### config.mk
export PLATFORM = sky130hd
export DESIGN_NAME = ipv4_range_to_cidr_cover
export DESIGN_NICKNAME = d
export VERILOG_FILES = /design/src/rtl/cidr_pkg.sv /design/src/rtl/cidr_front.sv /design/src/rtl/cidr_fifo.sv /design/src/rtl/cidr_back.sv /design/src/rtl/ipv4_range_to_cidr_cover.sv
export SDC_FILE = /design/constraint.sdc
export NUM_CORES = 1
export LEC_CHECK = 0
export BUFFER_PORTS_ARGS = -buffer_cell sky130_fd_sc_hd__buf_2
export CORE_MARGIN = 10
export CORE_UTILIZATION = 45
export CTS_CLUSTER_SIZE = 30
export DETAILED_ROUTE_END_ITERATION = 8
export MAX_ROUTING_LAYER = met4
export PLACE_DENSITY = 0.68
export SLEW_MARGIN = 20
export SYNTH_ARGS = -nofsm -noshare
export SYNTH_HDL_FRONTEND = slang
export SYNTH_HIERARCHICAL = 1
export SYNTH_SLANG_ARGS = --single-unit
### constraint.sdc
create_clock -name clk -period 6.9 [get_ports clk]
set_input_delay 0.345 -clock clk [delete_from_list [all_inputs] [get_ports clk]]
set_output_delay 0.345 -clock clk [all_outputs]
set_load 0.005 [all_outputs]
### src/rtl/cidr_pkg.sv
// Shared types, widths and helpers for the IPv4 range to CIDR cover block.
// Used by every module under rtl; depends on nothing else.
`timescale 1ns / 1ps

package cidr_pkg;

  localparam int ADDR_W              = 32;
  localparam int REM_W               = ADDR_W + 1;
  localparam int PREFIX_W            = 6;
  localparam int DEFAULT_QUEUE_DEPTH = 2;

  localparam logic [PREFIX_W-1:0] FULL_PREFIX = PREFIX_W'(ADDR_W);

  typedef struct packed {
    logic [ADDR_W-1:0] cursor;
    logic [REM_W-1:0]  remain;
  } range_t;

  typedef struct packed {
    logic   valid;
    range_t item;
  } push_t;

  typedef struct packed {
    logic empty;
    logic full;
  } queue_status_t;

  function automatic logic [PREFIX_W-1:0] onehot_index(input logic [REM_W-1:0] oh);
    logic [PREFIX_W-1:0] idx;
    idx = '0;
    for (int i = 0; i < REM_W; i++) begin
      if (oh[i]) begin
        idx = idx | PREFIX_W'(i);
      end
    end
    return idx;
  endfunction

endpackage

### src/rtl/cidr_front.sv
// Front end: takes range beats, drops empty ranges and works out the address count.
// Depends on cidr_pkg.
`timescale 1ns / 1ps

module cidr_front (
  input  logic                         clk,
  input  logic                         rst,
  input  logic                         start,
  input  logic [cidr_pkg::ADDR_W-1:0]  range_start,
  input  logic [cidr_pkg::ADDR_W-1:0]  range_end,
  input  cidr_pkg::queue_status_t      status,
  output logic                         busy,
  output cidr_pkg::push_t              push
);

  logic                         held;
  cidr_pkg::range_t             held_item;
  logic                         accept;
  logic                         nonempty;
  logic [cidr_pkg::REM_W-1:0]   count_addr;

  assign busy       = held & status.full;
  assign accept     = start & ~busy;
  assign nonempty   = range_start <= range_end;
  assign count_addr = {1'b0, range_end} - {1'b0, range_start} + cidr_pkg::REM_W'(1);

  assign push.valid = held & ~status.full;
  assign push.item  = held_item;

  always_ff @(posedge clk) begin
    if (rst) begin
      held <= 1'b0;
    end else if (accept) begin
      held <= nonempty;
    end else if (push.valid) begin
      held <= 1'b0;
    end
  end

  always_ff @(posedge clk) begin
    if (accept) begin
      held_item.cursor <= range_start;
      held_item.remain <= count_addr;
    end
  end

endmodule

### src/rtl/cidr_fifo.sv
// Short register queue between the front end and the splitter.
// Depends on cidr_pkg.
`timescale 1ns / 1ps

module cidr_fifo #(
  parameter int DEPTH = cidr_pkg::DEFAULT_QUEUE_DEPTH
) (
  input  logic                    clk,
  input  logic                    rst,
  input  cidr_pkg::push_t         push,
  input  logic                    pop,
  output cidr_pkg::range_t        head,
  output cidr_pkg::queue_status_t status
);

  localparam int PTR_W = (DEPTH > 1) ? $clog2(DEPTH) : 1;
  localparam int CNT_W = $clog2(DEPTH + 1);

  cidr_pkg::range_t   slots [DEPTH];
  logic [PTR_W-1:0]   wr_ptr;
  logic [PTR_W-1:0]   rd_ptr;
  logic [CNT_W-1:0]   count;

  assign status.full  = count == CNT_W'(DEPTH);
  assign status.empty = count == '0;
  assign head         = slots[rd_ptr];

  always_ff @(posedge clk) begin
    if (rst) begin
      wr_ptr <= '0;
      rd_ptr <= '0;
      count  <= '0;
    end else begin
      if (push.valid) begin
        wr_ptr <= (wr_ptr == PTR_W'(DEPTH - 1)) ? '0 : wr_ptr + 1'b1;
      end
      if (pop) begin
        rd_ptr <= (rd_ptr == PTR_W'(DEPTH - 1)) ? '0 : rd_ptr + 1'b1;
      end
      case ({push.valid, pop})
        2'b10:   count <= count + 1'b1;
        2'b01:   count <= count - 1'b1;
        default: count <= count;
      endcase
    end
  end

  always_ff @(posedge clk) begin
    if (push.valid) begin
      slots[wr_ptr] <= push.item;
    end
  end

  a_no_overflow: assert property (@(posedge clk) disable iff (rst)
    push.valid |-> !status.full) else $error("queue written while full");
  a_no_underflow: assert property (@(posedge clk) disable iff (rst)
    pop |-> !status.empty) else $error("queue read while empty");
  a_count_range: assert property (@(posedge clk) disable iff (rst)
    count <= CNT_W'(DEPTH)) else $error("queue count out of range");

endmodule

### src/rtl/cidr_back.sv
// Splitter: emits one aligned CIDR block per cycle for the range at the queue head.
// Depends on cidr_pkg.
`timescale 1ns / 1ps

module cidr_back (
  input  logic                           clk,
  input  logic                           rst,
  input  cidr_pkg::queue_status_t        status,
  input  cidr_pkg::range_t               head,
  output logic                           pop,
  output logic                           strobe,
  output logic [cidr_pkg::ADDR_W-1:0]    block_base,
  output logic [cidr_pkg::PREFIX_W-1:0]  prefix_length,
  output logic                           last_block
);

  logic                        active;
  logic [cidr_pkg::ADDR_W-1:0] cursor;
  logic [cidr_pkg::REM_W-1:0]  remain;

  logic [cidr_pkg::REM_W-1:0]  ext_cursor;
  logic [cidr_pkg::REM_W-1:0]  low_bit;
  logic [cidr_pkg::REM_W-1:0]  smear;
  logic [cidr_pkg::REM_W-1:0]  high_bit;
  logic [cidr_pkg::REM_W-1:0]  size;
  logic                        last_step;
  logic [cidr_pkg::ADDR_W-1:0] cursor_next;
  logic [cidr_pkg::REM_W-1:0]  remain_next;

  // A cursor of zero is aligned to the whole address space.
  assign ext_cursor = {cursor == '0, cursor};
  assign low_bit    = ext_cursor & (~ext_cursor + cidr_pkg::REM_W'(1));

  always_comb begin
    smear = remain;
    for (int k = 1; k < cidr_pkg::REM_W; k = k * 2) begin
      smear = smear | (smear >> k);
    end
  end

  assign high_bit    = smear ^ (smear >> 1);
  assign size        = (low_bit < high_bit) ? low_bit : high_bit;
  assign last_step   = remain == size;
  assign cursor_next = cursor + size[cidr_pkg::ADDR_W-1:0];
  assign remain_next = remain - size;
  assign pop         = ~status.empty & (~active | last_step);

  always_ff @(posedge clk) begin
    if (rst) begin
      active <= 1'b0;
      strobe <= 1'b0;
    end else begin
      strobe <= active;
      if (pop) begin
        active <= 1'b1;
      end else if (last_step) begin
        active <= 1'b0;
      end
    end
  end

  always_ff @(posedge clk) begin
    if (pop) begin
      cursor <= head.cursor;
      remain <= head.remain;
    end else if (active) begin
      cursor <= cursor_next;
      remain <= remain_next;
    end
    block_base    <= cursor;
    prefix_length <= cidr_pkg::FULL_PREFIX - cidr_pkg::onehot_index(size);
    last_block    <= last_step;
  end

  a_remain_live: assert property (@(posedge clk) disable iff (rst)
    active |-> remain != '0) else $error("splitter active with nothing left");
  a_size_onehot: assert property (@(posedge clk) disable iff (rst)
    active |-> $onehot(size)) else $error("block size not a power of two");
  a_size_fits: assert property (@(posedge clk) disable iff (rst)
    active |-> size <= remain) else $error("block passes the end of the range");
  a_prefix_range: assert property (@(posedge clk) disable iff (rst)
    strobe |-> prefix_length <= cidr_pkg::FULL_PREFIX) else $error("prefix too long");

endmodule

### src/rtl/ipv4_range_to_cidr_cover.sv
// Top level of the IPv4 range to CIDR cover block: front end, queue and splitter.
// Depends on cidr_pkg, cidr_front, cidr_fifo and cidr_back.
// A taken beat is registered in the front end, then in the queue, then in the splitter, and each
// block is registered onto the result ports. A range of N blocks (1 to 62) gives one block per
// cycle; queued ranges follow each other in the splitter without a gap. Empty ranges emit nothing.
// Synchronous reset empties the queue and idles both halves; results cannot be held off.
`timescale 1ns / 1ps

module ipv4_range_to_cidr_cover #(
  parameter int QUEUE_DEPTH = cidr_pkg::DEFAULT_QUEUE_DEPTH
) (
  input  logic                           clk,
  input  logic                           rst,
  input  logic                           start,
  output logic                           busy,
  input  logic [cidr_pkg::ADDR_W-1:0]    range_start,
  input  logic [cidr_pkg::ADDR_W-1:0]    range_end,
  output logic                           strobe,
  output logic [cidr_pkg::ADDR_W-1:0]    block_base,
  output logic [cidr_pkg::PREFIX_W-1:0]  prefix_length,
  output logic                           last_block
);

  cidr_pkg::push_t         push;
  cidr_pkg::queue_status_t status;
  cidr_pkg::range_t        head;
  logic                    pop;

  cidr_front u_front (
    .clk         (clk),
    .rst         (rst),
    .start       (start),
    .range_start (range_start),
    .range_end   (range_end),
    .status      (status),
    .busy        (busy),
    .push        (push)
  );

  cidr_fifo #(
    .DEPTH (QUEUE_DEPTH)
  ) u_fifo (
    .clk    (clk),
    .rst    (rst),
    .push   (push),
    .pop    (pop),
    .head   (head),
    .status (status)
  );

  cidr_back u_back (
    .clk           (clk),
    .rst           (rst),
    .status        (status),
    .head          (head),
    .pop           (pop),
    .strobe        (strobe),
    .block_base    (block_base),
    .prefix_length (prefix_length),
    .last_block    (last_block)
  );

endmodule
Yosys cells after proc, flatten, opt, wreduce, memory -nomap -nowiden
Memory sizes are Yosys's and may differ from the RTL's. A register that Yosys moved wholly into a read port is not among the register bits.
Cells that the tools add are included.
{ "totals": {"ff_bits": 176, "mem_bits_rw": 130, "input_bits": 67, "elab_cells": 117, "memories": 1} }
{ "mem_list": {"columns": ["memory", "words", "word_bits", "read_ports", "rd_clocked_by_memory_dff", "write_ports", "line_no", "text"], "rows": [
  ["u_fifo.slots", 2, 65, 1, 1, 1, "cidr_fifo.sv:19", "cidr_pkg::range_t slots [DEPTH];"]
]} }
{ "classes": {"n_addsub": 10, "n_lt_le_gt_ge": 2, "n_eq_ne": 4, "n_mux": 61, "bitwise": 18, "reduce_logical": 8} }
{ "ops": {"columns": ["op", "n"], "rows": [
  ["2-to-1 mux 33 bit", 4],
  ["2-to-1 mux 32 bit", 3],
  ["2-to-1 mux 5 bit", 16],
  ["adder 33 x 1 -> 33 bit (second input constant)", 2],
  ["AND 33 bit", 1],
  ["== test 33 bit", 1],
  ["< comparator 33 bit", 1],
  ["NOT 33 bit", 1],
  ["OR 33 x 1 -> 33 bit", 1],
  ["OR 33 x 17 -> 33 bit", 1],
  ["OR 33 x 25 -> 33 bit", 1],
  ["OR 33 x 29 -> 33 bit", 1],
  ["OR 33 x 31 -> 33 bit", 1],
  ["OR 33 x 32 -> 33 bit", 1],
  ["subtractor 32 x 32 -> 33 bit", 1],
  ["subtractor 33 bit", 1],
  ["XOR 33 x 32 -> 33 bit", 1],
  ["adder 32 bit", 1],
  ["<= comparator 32 bit", 1],
  ["zero test 32 bit", 1],
  ["2-to-1 mux 4 bit", 8],
  ["2-to-1 mux 1 bit", 21],
  ["2-to-1 mux 3 bit", 4],
  ["nonzero test 3 bit", 3],
  ["14 further kinds", 26]
]} }

Depth between registers and ports, before layout
{ "depth": {"ltp_word": 42, "mapped_depth": 33} }

Cells and area by module
Netlist, hierarchy kept.
{ "by_module_without_submodules": {"columns": ["mod", "n_inst", "cells_per_inst", "area_each_um2", "seq_area_each_um2"], "rows": [
  ["cidr_back", 1, 1102, 9191.3, 2772.7],
  ["cidr_front", 1, 497, 5083.6, 1971.9],
  ["cidr_fifo", 1, 224, 4888.4, 4003.8]
]} }

Least setup slack after synthesis
OpenSTA, ideal clock, no wires.
{ "synth_timing": {"path_type": "reg-to-reg", "from": "reg u_back/remain[27] in the netlist's numbering", "to": "reg u_back/cursor[30] in the netlist's numbering (data pin)", "setup_time_ns": 0.260, "arrival_ns": 6.397, "required_ns": 6.640, "path_slack_ns": 0.243, "stages_incl_launch_ff": 27, "period_less_slack_ns": 6.657, "cell_sequence": "edfxtp_1 -> nor4_1 -> nand4b_1 -> nor4b_1 -> inv_1 -> or3_1 -> ha_1 -> a21oi_1 -> o21ai_0 -> a22oi_1 -> o211ai_1 -> a211oi_2 -> buf_6 -> buf_2 -> buf_2 -> o21ai_0 -> ha_1 -> fa_1 -> a21o_1 -> a221o_1 -> o211a_1 -> nor3b_1 -> o21bai_1 -> a21oi_1 -> o311ai_0 -> xor2_1 -> mux2_2"} }
{ "synth_between": {"elab_chain_len": 13, "word_cells_on_any_way": 16, "classes_between": "add/sub (1); order compare (1); eq/ne (1); mux (4); bitwise (9)"} }
{ "synth_rtl": {"columns": ["element", "line_no", "text"], "rows": [
  ["start: declaration", "cidr_back.sv:19", "logic [cidr_pkg::REM_W-1:0] remain;"],
  ["start signal: assignment", "cidr_back.sv:65", "remain <= head.remain;"],
  ["start signal: assignment", "cidr_back.sv:68", "remain <= remain_next;"],
  ["OR 33 x 32 -> 33 bit", "cidr_back.sv:37", "smear = smear | (smear >> k);"],
  ["OR 33 x 31 -> 33 bit", "cidr_back.sv:37", null],
  ["OR 33 x 29 -> 33 bit", "cidr_back.sv:37", null],
  ["OR 33 x 25 -> 33 bit", "cidr_back.sv:37", null],
  ["OR 33 x 17 -> 33 bit", "cidr_back.sv:37", null],
  ["OR 33 x 1 -> 33 bit", "cidr_back.sv:37", null],
  ["XOR 33 x 32 -> 33 bit", "cidr_back.sv:41", "assign high_bit = smear ^ (smear >> 1);"],
  ["< comparator 33 bit", "cidr_back.sv:42", "assign size = (low_bit < high_bit) ? low_bit : high_bit;"],
  ["2-to-1 mux 33 bit", "cidr_back.sv:42", null],
  ["adder 32 bit or == test 33 bit (tied branches)", "cidr_back.sv:44, cidr_back.sv:43", null],
  ["2-to-1 mux 32 bit or OR 1 bit (tied branches)", "cidr_back.sv:66, cidr_back.sv:46", null],
  ["2-to-1 mux 32 bit or AND 1 bit (tied branches)", "cidr_back.sv:63, cidr_back.sv:46", null],
  ["2-to-1 mux 32 bit *", "cidr_back.sv:63", "if (pop) begin"],
  ["end signal: assignment", "cidr_back.sv:64", "cursor <= head.cursor;"],
  ["end signal: assignment", "cidr_back.sv:67", "cursor <= cursor_next;"],
  ["end: declaration", "cidr_back.sv:18", "logic [cidr_pkg::ADDR_W-1:0] cursor;"]
]} }
Every way passes the cells marked *; elsewhere a longest branch is shown, timed or not. The select of a mux whose other input is x is not followed.
A chain may end at the register's enable or synchronous reset.

Worst setup path in the final report
{ "layout_timing": {"from": "reg u_back/remain[32] in the netlist's numbering", "to": "reg u_back/cursor[30] in the netlist's numbering (data pin)"} }
Same word-level chain as after synthesis.

==> results by stage <==
Drt:
- The total wire length is approximately 54000 um.
- The first routing iteration left between 1000 and 1500 violations.
- Dividing the detail-routed via count by the number of cells gives 5.47.
- The iteration count of the initial detailed-routing pass is 5.
- The routed wire length per instance is between 15 and 20 um.
- Once detail routing completed, the nets flagged for antenna violations numbered 0.
- Wire segments on met3 add up to 2370 um in the final route.
- The detailed router put a total of ~25000 um of wire on met1.
- The post-route DRC violation count is 0.
- Summing over every cut layer, the via total after detailed routing is approximately 15000.
- The highest metal layer carrying signal wires in the routed design is met4.
- In the detailed route, the total length drawn on met2 is about 25000 um.

Placed design:
- The count of input and output buffers is between 100 and 150.
- The worst slack at placement is -0.184 ns.
- The final HPWL from detailed placement is ~43000 um.
- At the end of routability-driven placement, the weighted congestion stood at between 0.9 and 1.

Clock network:
- After clock tree synthesis, the clock-pin slew on the worst setup and hold paths is approximately 0.060 ns.
- CTS placed an instance of sky130_fd_sc_hd__clkbuf_16 at the clock tree root.
- The number of H-tree levels is 2.
- The tree built by TritonCTS fans out to about 310 sinks.
- The largest buffer count on any clock path is 3.
- For the worst-skew pair, the clock arrives at the later sink with an insertion delay of 0.54 ns.
- The number of clock buffers inserted by TritonCTS is 34.
- TritonCTS built the clock tree.

Status:
- The flow ran to the end, and the final reports show no timing, DRC or antenna violations.

Layout:
- The final layout net count is around 2500.
- The post-route netlist has 24.7% of its cells at a drive strength greater than 1.
- From synthesis to final layout, the design area changed by 21.9%.

Floorplanning:
- The area of the die is 51200 sq um.
- The placeable core area is around 42000 sq um.
- The die is 226 um wide.
- The height of the chip is roughly 230 um.
- The initial cell density of the core is a little under half.
- The count of pins on the block boundary is approximately 110.
- The placement row count is 75.

Worst hold path:
- The type of the most critical hold path is in2reg.
- The endpoint with the worst hold slack is u_front/push[60].
- Along the worst hold path, the cell count comes to 1.
- The startpoint of the worst hold path is range_start[27].

Worst setup path:
- The type of the setup path with the least slack is reg2reg.
- The critical path starts at u_back/remain[32].
- The required time of the critical path is just over 7 ns.
- The signal on the critical path passes through nor4_2 > buf_4 > nand4b_1 > buf_4 > nor3_1 > nand3b_1 > ha_1 > a21oi_1 > nor2_1 > a211oi_1 > o211ai_1 > a211oi_4 > o21ai_0 > ha_1 > fa_1 > a21o_1 > a221o_1 > o211a_1 > nor3b_2 > o21bai_1 > a21oi_1 > o311ai_0 > xor2_1 > mux2_2.
- The startpoint of the worst-slack reg-to-reg timing path is u_back/remain[32].
- The worst reg2reg path depth is 24.
- STA classifies the critical path endpoint as a flop.
- STA classifies the critical path startpoint as a flop.
- The signal arrival time at the worst endpoint is slightly below 7 ns.
- For this design, the slowest cell found on the critical path is sky130_fd_sc_hd__edfxtp_1.
- In this run the register-to-register setup slack is 0.32 ns.
- The endpoint identified for the worst register-to-register timing path is u_back/cursor[30].
- The cell type group with the largest total delay on the critical path is compound AO/OA/AOI/OAI gates.
- The largest fanout on the critical path is 6.
- The critical path contains buffers and inverters numbering 2 combined.
- The largest single stage delay on the critical path is 0.42 ns.

Timing:
- The clock arrives with 0.0267 ns of skew.
- The worst pin sits at a relative slew slack of approximately two fifths.
- The count of endpoints failing setup in the final report is 0.
- Setup slack on the critical path of the routed design comes to around 0.32 ns.
- The upper clock frequency limit is around 150 MHz.
- The setup total negative slack is 0 ns.
- The count of endpoints failing hold in the final timing report is 0.
- On the final layout, the worst hold slack is around 0.035 ns.
- The final count of pins violating max slew is 0.
- The fraction of the cycle the final worst path needs is between 90 and 100%.
- The shortest period the worst path allows is around 6.6 ns.
- The transition time at the pin with the least slew margin is between 0.8 and 0.9 ns.

Power:
- Power spread over the standard cell area amounts to approximately 420 nW/um^2.
- The worst-case IR drop observed on VDD is approximately 0.00020 V.
- The leakage power is between 0.01 and 0.015 uW.

Synth:
- The number of register bits inferred by synthesis is ~310.
- The Yosys step of the flow raised 6 warnings.
- The proportion of synthesized flip-flops having asynchronous set or reset is 0%.
- When the netlist entered floorplanning its net count stood at ~2100.
- The number of enable-type register cells in the synthesized netlist is 260.
- The synthesized area is about 19000 sq um.
- In the synthesized netlist the dominant register cell turns out to be sky130_fd_sc_hd__edfxtp_1.
- The mean area per synthesized cell is ~11 sq um.
- After synthesis, flip-flops and latches occupy around 46% of the total area.
- Counting distinct cell types in the post-synthesis netlist gives a little under 90.
- The cell count after synthesis is approximately 1800.

Global routing:
- The initial antenna violation count was 1.
- After global routing the overflow that remains totals 0.
- The number of global-route vias before repair was 15058.
- The global-route usage over all layers is 21.3%.
- The first global-routing pass estimated just over 80000 um of wire.
- Entering global routing, the biggest net connects between 60 and 70 pins.

Run:
- The number of max-capacitance violations reported is 0.
==> repair_timing <==
action,in CTS,in global routing
hold buffers,1,0
setup buffers,0,4
endpoints found under the setup margin,53,69
resized for setup,1,16
endpoints found under the hold margin,1,0
pin swaps,0,2
gates cloned,0,0
==> area by class of cell <==
type	instances	area [sq um]
fill	3698	18700
multi-input combinational	1325	9690
sequential	307	8750
timing repair buffer	373	2590
clock buffer	39	893
tap	539	674
inverter	150	563
clock inverter	21	195
antenna	1	2.50
==> power by group <==
part / internal, uW / leakage, uW / switching [uW]
clock network: 1020 / 0.000527 / 745
logic: 2250 / 0.00666 / 2710
registers: 2750 / 0.00284 / 286
total: 6010 / 0.0100 / 3740
==> metrics by stage <==
step | instances | utilization [%] | power (uW) | area [sq um]
2_1_floorplan | 1823 | - | 5920 | 19200
5_1_grt | 2755 | 55.6 | 10400 | 23400
4_1_cts | 2750 | 55.3 | 9710 | 23300
3_3_place_gp | 2689 | 52.7 | 7850 | 22200
6_report | 2755 | 55.6 | 9760 | 23400
3_5_place_dp | 2689 | 52.7 | 7910 | 22200
==> worst max path at each step <==
stage	endpoint	slack, ns	cells after the start
after detailed placement	u_back/remain[31]	-0.18	27
after global routing	u_back/cursor[30]	-0.009	24
after global placement	u_back/cursor[1]	-0.08	28
after CTS	u_back/remain[31]	0.006	27
after floorplan	u_back/cursor[30]	0.24	26
final	u_back/cursor[30]	0.32	24
==> layout by cell type (no fill, tap or decap), drive strengths merged, types with 11 or more instances in the layout <==
master and n:
a21oi 116, xnor2 45, and3 19, nand3b 13, dfxtp 47, ha 192, edfxtp 260, nand4 36
nand3 39, and2 18, nor3 22, o211ai 18, nor4 21, nand2 147, a211oi 15, clkbuf 39
o21ai 145, nor2b 15, inv 154, xor2 45, nand2b 15, nor2 118, mux2 78, clkinv 11
o21a 20, a21o 50, buf 372
==> synth_stat cells, types with 37 or more instances <==
master / count / area (sq um)
sky130_fd_sc_hd__a21o_1: 50 / 375
sky130_fd_sc_hd__o21ai_0: 126 / 631
sky130_fd_sc_hd__edfxtp_1: 260 / 7810
sky130_fd_sc_hd__xnor2_1: 45 / 394
sky130_fd_sc_hd__nor2_1: 118 / 443
sky130_fd_sc_hd__mux2_2: 74 / 833
sky130_fd_sc_hd__nand3_1: 37 / 185
sky130_fd_sc_hd__ha_1: 192 / 2400
sky130_fd_sc_hd__dfxtp_1: 47 / 941
sky130_fd_sc_hd__a21oi_1: 113 / 566
sky130_fd_sc_hd__nand2_1: 147 / 552
sky130_fd_sc_hd__inv_1: 149 / 559
sky130_fd_sc_hd__xor2_1: 45 / 394
==> cell families after synthesis <==
logic type	after synthesis	share of synthesized area, %
flip-flops	307	45.7
AND/OR/NAND/NOR	512	13.6
XOR/XNOR	90	4.11
adder cells (fa/ha/maj)	195	12.8
buffers and inverters	191	4.27
multiplexers	83	4.92
AO/OA/AOI/OAI	445	14.6
==> state kept, by name, indices dropped and copies added (netlist names), 2 cells and up, named ones only <==
| signal | count |
|---|---|
| u_back/cursor | 32 |
| u_fifo/count | 2 |
| u_back/prefix_length | 6 |
| u_front/push | 65 |
| u_fifo/slots | 130 |
| u_back/block_base | 32 |
| u_back/remain | 33 |
==> per-layer routing <==
metal  track usage (%)  vias to the layer above
met3              2.45                       86
met5                 -                        -
li1                  -                     7456
met2              33.3                      378
met1              28.3                     7163
met4              7.64                        0
Note: power is estimated with default switching activity, not from simulation.
